$ cat src/hw/rtl/occ_div_cell.sv
// One restoring division step for several lanes, registered.
// Standalone; instantiated in a row by occ_div_chain.
`timescale 1ns / 1ps
module occ_div_cell #(
   parameter int LANES = 1,
   parameter int NW    = 8,
   parameter int DW    = 8,
   parameter int QW    = 8,
   parameter int SW    = 1,
   parameter int SHIFT = 0
) (
   input  logic                          clock,
   input  logic                          reset,
   input  logic                          adv,
   input  logic                          in_valid,
   input  logic [LANES-1:0][NW-1:0]      in_rem,
   input  logic [LANES-1:0][DW-1:0]      in_den,
   input  logic [LANES-1:0][QW-1:0]      in_quo,
   input  logic [SW-1:0]                 in_side,
   output logic                          out_valid,
   output logic [LANES-1:0][NW-1:0]      out_rem,
   output logic [LANES-1:0][DW-1:0]      out_den,
   output logic [LANES-1:0][QW-1:0]      out_quo,
   output logic [SW-1:0]                 out_side
);

   localparam int CW = NW + DW;

   logic                     valid_ff;
   logic [LANES-1:0][NW-1:0] rem_ff, rem_in;
   logic [LANES-1:0][DW-1:0] den_ff;
   logic [LANES-1:0][QW-1:0] quo_ff, quo_in;
   logic [SW-1:0]            side_ff;

   // Subtract the shifted divisor where it fits and set this quotient bit.
   always_comb begin
      logic [CW-1:0] dsh;
      logic [CW-1:0] rext;
      for (int l = 0; l < LANES; l++) begin
         dsh  = CW'(in_den[l]) << SHIFT;
         rext = CW'(in_rem[l]);
         if (rext >= dsh) begin
            rem_in[l] = NW'(rext - dsh);
            quo_in[l] = in_quo[l] | (QW'(1) << SHIFT);
         end else begin
            rem_in[l] = in_rem[l];
            quo_in[l] = in_quo[l];
         end
      end
   end

   always_ff @(posedge clock) begin
      if (reset) begin
         valid_ff <= 1'b0;
      end else if (adv) begin
         valid_ff <= in_valid;
      end
      if (adv) begin
         rem_ff  <= rem_in;
         den_ff  <= in_den;
         quo_ff  <= quo_in;
         side_ff <= in_side;
      end
   end

   assign out_valid = valid_ff;
   assign out_rem   = rem_ff;
   assign out_den   = den_ff;
   assign out_quo   = quo_ff;
   assign out_side  = side_ff;

endmodule

$ cat src/hw/rtl/occ_div_chain.sv
// A row of occ_div_cell stages forming a pipelined multi-lane divider.
// Depends on occ_div_cell.
`timescale 1ns / 1ps
module occ_div_chain #(
   parameter int LANES = 1,
   parameter int NW    = 8,
   parameter int DW    = 8,
   parameter int QW    = 8,
   parameter int SW    = 1
) (
   input  logic                          clock,
   input  logic                          reset,
   input  logic                          adv,
   input  logic                          in_valid,
   input  logic [LANES-1:0][NW-1:0]      in_num,
   input  logic [LANES-1:0][DW-1:0]      in_den,
   input  logic [SW-1:0]                 in_side,
   output logic                          out_valid,
   output logic [LANES-1:0][QW-1:0]      out_quo,
   output logic [LANES-1:0][NW-1:0]      out_rem,
   output logic [SW-1:0]                 out_side
);

   logic [QW:0]                      valid_w;
   logic [QW:0][LANES-1:0][NW-1:0]   rem_w;
   logic [QW:0][LANES-1:0][DW-1:0]   den_w;
   logic [QW:0][LANES-1:0][QW-1:0]   quo_w;
   logic [QW:0][SW-1:0]              side_w;

   assign valid_w[0] = in_valid;
   assign rem_w[0]   = in_num;
   assign den_w[0]   = in_den;
   assign quo_w[0]   = '0;
   assign side_w[0]  = in_side;

   // Each cell resolves one quotient bit, most significant first.
   for (genvar i = 0; i < QW; i++) begin : g_cell
      occ_div_cell #(
         .LANES(LANES), .NW(NW), .DW(DW), .QW(QW), .SW(SW), .SHIFT(QW - 1 - i)
      ) u_cell (
         .clock    (clock),
         .reset    (reset),
         .adv      (adv),
         .in_valid (valid_w[i]),
         .in_rem   (rem_w[i]),
         .in_den   (den_w[i]),
         .in_quo   (quo_w[i]),
         .in_side  (side_w[i]),
         .out_valid(valid_w[i+1]),
         .out_rem  (rem_w[i+1]),
         .out_den  (den_w[i+1]),
         .out_quo  (quo_w[i+1]),
         .out_side (side_w[i+1])
      );
   end

   assign out_valid = valid_w[QW];
   assign out_quo   = quo_w[QW];
   assign out_rem   = rem_w[QW];
   assign out_side  = side_w[QW];

endmodule

$ cat config.mk
export PLATFORM = sky130hd
export DESIGN_NAME = occ_div_chain
export DESIGN_NICKNAME = d
export VERILOG_FILES = /design/src/hw/rtl/occ_div_cell.sv /design/src/hw/rtl/occ_div_chain.sv
export SDC_FILE = /design/constraint.sdc
export NUM_CORES = 1
export LEC_CHECK = 0
export ABC_CLOCK_PERIOD_IN_PS = 3100
export BUFFER_PORTS_ARGS = -buffer_cell sky130_fd_sc_hd__buf_4
export CORE_ASPECT_RATIO = 0.7
export CORE_MARGIN = 8
export CORE_UTILIZATION = 45
export CTS_CLUSTER_SIZE = 8
export DETAILED_ROUTE_END_ITERATION = 8
export GPL_ROUTABILITY_DRIVEN = 0
export PLACE_DENSITY_LB_ADDON = 0.25
export REMOVE_ABC_BUFFERS = 1
export SLEW_MARGIN = 20
export SYNTH_ARGS = -nofsm -noshare
export SYNTH_HDL_FRONTEND = slang
export SYNTH_SLANG_ARGS = --single-unit
$ cat constraint.sdc
create_clock -name clock -period 3.1 [get_ports clock]
set_input_delay 0.93 -clock clock [delete_from_list [all_inputs] [get_ports clock]]
set_output_delay 0.93 -clock clock [all_outputs]
set_load 0.03 [all_outputs]
==> metrics.txt, run 1 <==
status=finished clean; CP max stage cell=a221oi_4; Max Slew Vio Count=0; Synth-to-Final Area Change=16.3%; H-tree level count=4; CP endpoint kind=register; syn avg cell area=15.6 µm²; most frequent cell after synthesis=edfxtp_1; Post-Synth Adder-Cell Area=8.01%; max_cap viols=0; Final Non-Filler Cells=769; Final Critical Period=2490 ps; Initial Utilization=45.6%; IO buf count=38; Routed Antenna Nets=0; Max clock buf depth=2; largest family of logic cells by synthesized area=adder cells; DR vias=3863; critical path class=register to register; GR peak layer=met2; diode count=0; M3 GR Usage=4.47%; nets=595; XOR/XNOR Fraction of Synth Area=1.43%; final instance area=0.00857 mm²; DRC Markers=0; RSZ-0062 raised after global routing=false; post-synthesis mux area share=6.50%; synthesized cell area=0.00737 mm²; PwrDens=644 mW/mm²; grt met1 use=12.1%; Post-CTS Setup Bufs=0; detailed placement HPWL=7.97 mm; Yosys cell types=56; initial DRC count=248; setup ws final=608 ps; worst endpoint required time=3260 ps; largest area contributor in the netlist=edfxtp_1; post-synthesis sequential area ratio=69.0%; Setup Skew=7.60 ps; clock-pin transition on the worst setup and hold timing paths=70 ps; Setup-failing EPs final=0; remaining global-route overflow=0; worst slack, placed=617 ps; Final Util=53.1%; Tightest Hold Check Type=register to register; initial antenna violation count=0; top cells by area, synth=edfxtp_1, ha_1, mux2i_1; Via-to-Cell Ratio=5.02; CP Launch Type=register; CTS buffer count=17; Synth top area share=66.8%; reg2reg setup slack=610 ps; first-pass GRT wire length=19.0 mm; number of fill cells=1292; Syn. warnings=0; die height=123 µm; M2 GR Usage=20.8%; Most used DFF post-synth=edfxtp_1; All-Layer GR Usage=11.6%; worst skew pair latency=420 ps; die footprint=0.0208 mm²; arrival time worst endpoint=2660 ps; largest net degree at the start of global routing=69; num rows=39; Synth Area in Simple Gates=6.28%; layout cells sized above 1=18.8%; CTS resizes=0; Compound-Gate Fraction of Synth Area=5.70%; asr flop ratio synth=0%; Syn Inst Count=471; worst slew pin tran=658 ps; leakage power=3.34 nW; drt pass-1 iters=4; max_slew headroom=56.2%; worst path cell trace=inv_1 > ha_1 > fa_1 > nand2b_1 > a21oi_1 > a41o_1 > a221oi_4 > mux2_2; CORE AREA=0.0162 mm²; WL/cell=14.6 µm; dpl cell area=0.00799 mm²; Die W=169 µm; Final Cycle Share=80.4%; maximum clock rate=401 MHz; EDFF count, synth=164; vias in the first global route=4162; Placed Instances=737; total negative slack=0 ps; Hold Buf Count CTS=0; synthesis-stage register bit count=172; final hold vios=0; cell family with most CP delay=compound AO/OA/AOI/OAI gates; clock sinks=172; Slowest Stage Delay on Critical Path=530 ps; TritonCTS clock tree=done; Clock Tree Root=clkbuf_16; top cells by count, synth=edfxtp_1, inv_1, ha_1, nor2_1, mux2i_1; Routed WL=11.2 mm; CP Max Fanout=9; Ports=39; IR drop worst, VDD=0.443 mV; WP buf/inv=1
## power breakdown
part,internal (mW),switching (mW)
registers,2.74,0.0712
clock network,1.17,0.899
logic,0.285,0.358
total,4.20,1.33
## worst register-to-register path: stages, from the launching register on
cell      delay [ps]
edfxtp_1         350
inv_1             80
ha_1             180
fa_1             210
nand2b_1         110
a21oi_1          120
a41o_1           260
a221oi_4         530
mux2_2           400
## cells by family after synthesis
group           after synthesis
flops                       172
simple gates                 86
buf+inv                      60
compound gates               53
mux                          45
fa+ha+maj                    43
xor+xnor                     12
## registers in the layout, summed over array words and instances (netlist names)
signal and cells:
g_cell.u_cell.out_quo 36, g_cell.u_cell.out_rem 64, g_cell.u_cell.out_side 8, g_cell.u_cell.out_den 56, g_cell.u_cell.out_valid 8
## routing by layer
metal | part of all wire [%] | vias up | wire length (µm)
met5 | 0 | - | 0
met4 | 1.8 | 0 | 201
met3 | 4.7 | 20 | 532
met2 | 51 | 74 | 5740
met1 | 42 | 1873 | 4750
li1 | - | 1896 | -
## path summary, 6_finish.rpt
path                                    start                           to  cells after the start
hold / removal    g_cell[1].u_cell.out_quo[6]  g_cell[2].u_cell.out_quo[6]                      0
hold reg to reg   g_cell[1].u_cell.out_quo[6]  g_cell[2].u_cell.out_quo[6]                      0
setup / recovery  g_cell[6].u_cell.out_rem[0]  g_cell[7].u_cell.out_rem[2]                      8
setup reg to reg  g_cell[6].u_cell.out_rem[0]  g_cell[7].u_cell.out_rem[2]                      8
## stage by stage
step	power [mW]	hold WS (ps)
floorplan	3.28	400
global placement	3.47	401
detailed placement	3.51	405
CTS	5.59	421
global route	5.76	423
finish	5.52	420
## layout make-up
type / instances / area [µm²] / share of cell area, %
inverter: 56 / 210 / 2.45
clock inverter: 10 / 87.6 / 1.02
clock buffer: 22 / 497 / 5.79
timing repair buffer: 45 / 354 / 4.13
sequential: 172 / 5080 / 59.3
multi-input combinational: 239 / 2060 / 24.0
tap: 225 / 282 / 3.28
## placed cells by master, fill, tap and decap left out, types with 3 or more instances in the layout
cell type,Yosys,layout
a21o_1,3,3
a21oi_1,15,15
and3_1,4,4
buf_4,0,43
clkbuf_16,0,19
dfxtp_1,8,8
edfxtp_1,164,164
fa_1,7,7
ha_1,36,36
inv_1,56,56
inv_6,0,5
mux2_2,19,19
mux2i_1,25,25
nand2_1,10,10
nand3_1,4,4
nand4_1,4,4
nor2_1,28,28
nor2b_1,6,6
nor3_1,8,8
nor4_1,7,7
o21a_1,5,5
o21ai_0,4,4
or4_1,3,3
xnor2_1,8,8
xor2_1,4,4
Power figures use the tool's default switching activity.
==> run 2: changes to the inputs <==
ABC_CLOCK_PERIOD_IN_PS = 2200   (was 3100)
clock period = 2.2 ns   (was 3.1 ns; I/O delays follow)
==> run 2 against run 1 <==
The flow now finishes with violations (negative setup slack). Clock power increased by 41%. First-iteration DRC count fell by 13%. Global-route usage up 0.51 points. Final area up 6.5%. Cell count grew 5.3%. Wire length increased by 6.9%. Fmax up 10%. Sequential share of layout area is 3.6 points lower. Utilization increased by 3.4 points. Worst setup slack worse by 670 ps. Critical endpoint is now g_cell[6].u_cell.out_rem[3]. Highest routed layer unchanged.
==> metrics.txt, run 2 (same netlist as run 1, synthesis figures left out) <==
status=finished, violations left; failing checks=negative setup slack; Die W=169 µm; initial antenna violation count=0; storage element area=0.00508 mm²; met1 WL=4.82 mm; diode count=0; Met2 Routed Length=6.41 mm; Final Critical Period=2270 ps; die footprint=0.0208 mm²; DR vias=3970; WP buf/inv=1; detailed placement HPWL=8.22 mm; num rows=39; clock sinks=172; final instance area=0.00913 mm²; clock power share=36.5%; clock-pin transition on the worst setup and hold timing paths=70 ps; layout cells sized above 1=28.9%; Routed WL=12.0 mm; CORE AREA=0.0162 mm²; dpl cell area=0.00819 mm²; vias in the first global route=4261; PwrDens=877 mW/mm²; reg2reg setup slack=-70 ps; Crit Reg-Reg Endpoint=g_cell[6].u_cell.out_rem[3]; RSZ-0062 raised after global routing=true; worst path cell trace=buf_6 > fa_2 > nand2b_4 > a21oi_4 > o2111ai_2 > a21o_4 > mux2_4; leakage power=3.61 nW; Routed Antenna Nets=0; WL met3=567 µm; Final Cycle Share=103%; max_cap viols=0; TritonCTS clock tree=done; IO buf count=38; CP max stage cell=edfxtp_1; first-pass GRT wire length=19.6 mm; hold_sp=in_side; CP Launch Type=register; Synth-to-Final Area Change=23.9%; All-Layer GR Usage=12.1%; Ports=39; critical path class=register to register; multi-input logic area=0.00226 mm²; remaining global-route overflow=0; CP endpoint kind=register; nets=636; WL/cell=14.8 µm; worst skew pair latency=420 ps; largest net degree at the start of global routing=36; H-tree level count=4; commonest non-fill, non-tap cell in the layout=edfxtp_1; Via-to-Cell Ratio=4.90; setup ws final=-66.1 ps; Slowest Stage Delay on Critical Path=440 ps; switching power of the nets=1.96 mW; R2R depth=7; worst slew pin tran=416 ps; max_slew headroom=72.2%; most frequent cells in the layout=edfxtp_1, buf_4, inv_1; Net Sw Frac=24.5%; initial DRC count=217; Combinational Power Share=14.0%; Setup-failing EPs final=13; Tightest Hold Check Type=primary input to register; Tot Pwr=8.01 mW; hold depth=1; number of fill cells=1262; R2R Path Start=g_cell[5].u_cell.out_den[1]; CP Max Fanout=6; worst endpoint required time=2370 ps; maximum clock rate=441 MHz; drt pass-1 iters=4; die height=123 µm; Max clock buf depth=2; final hold vios=0; Int Pwr=6.05 mW; Worst Hold End=g_cell[0].u_cell.out_side; DRC Markers=0; arrival time worst endpoint=2440 ps; max reg flops=64; Seq pwr share=49.5%; Initial Utilization=45.6%; Setup Skew=7.54 ps; Clock Tree Root=clkbuf_16; IR drop worst, VDD=0.500 mV; CTS buffer count=17; Max Slew Vio Count=0; cell family with most CP delay=compound AO/OA/AOI/OAI gates; Max Used Layer=met4
[run 2: cell count changes in the layout (fill, tap and decap cells not counted), sizes merged]
cell	delta
buf	+41
clkinv	+2
inv	-2
[run 2: worst max-delay path by stage]
stage / slack, ps / from / to / cells past startpoint
after global routing: -120 / g_cell[6].u_cell.out_rem[0] / g_cell[7].u_cell.out_rem[5] / 9
after detailed placement: -220 / g_cell[6].u_cell.out_rem[0] / g_cell[7].u_cell.out_rem[3] / 8
after global placement: -110 / g_cell[6].u_cell.out_rem[0] / g_cell[7].u_cell.out_rem[6] / 8
after floorplan: -60 / g_cell[6].u_cell.out_rem[0] / g_cell[7].u_cell.out_rem[2] / 8
after CTS: -60 / g_cell[6].u_cell.out_rem[0] / g_cell[7].u_cell.out_rem[3] / 9
final: -70 / g_cell[5].u_cell.out_den[1] / g_cell[6].u_cell.out_rem[3] / 7
[run 2: worst register-to-register path, delay by kind of cell, from the launching register on]
family / cells / cell delay, ps
mux: 1 / 290
compound gates: 3 / 580
simple gates: 1 / 170
buf+inv: 1 / 150
flops: 1 / 440
fa+ha+maj: 1 / 380
[run 2: repair_timing]
| item | in CTS | in global routing |
|---|---|---|
| gates cloned | 0 | 0 |
| gates resized for setup | 23 | 23 |
| endpoints found under the setup margin | 24 | 25 |
| pin swaps | 7 | 6 |
| buffers inserted | 11 | 6 |
| hold buffers | 0 | 0 |
[run 2: cell type report]
class	instances	share of cell area, %
clock buffers	22	5.43
clock inverters	10	0.987
inverters	56	2.30
multi-input cells	239	24.8
flip-flops and latches	172	55.7
well taps	225	3.08
repair buffers	86	7.73
[run 2: layer usage]
metal / vias to the layer above / track usage [%]
li1: 1969 / -
met1: 1898 / 12.4
met2: 85 / 22.2
met3: 18 / 4.50
met4: 0 / 5.06
met5: - / 0
[run 2: stage by stage]
stage / std cells / utilization [%] / hold WS [ps] / worst slack, ps / setup TNS, ps
6_report: 810 / 56.5 / 412 / -66.1 / -390
5_1_grt: 810 / 56.5 / 373 / -121 / -1670
4_1_cts: 804 / 55.5 / 385 / -58.2 / -320
3_5_place_dp: 761 / 50.7 / 405 / -215 / -2980
3_3_place_gp: 761 / 50.7 / 400 / -111 / -1650
2_1_floorplan: 467 / - / 400 / -56.5 / -545
[run 2: power groups by stage]
stage	clock network (mW)	logic, mW	registers [mW]
after floorplan	0	0.553	4.07
after CTS	2.99	1.06	3.96
after detailed placement	0	0.972	4.03
after global routing	3.15	1.23	3.99
final	2.92	1.12	3.96
after global placement	0	0.932	4.02
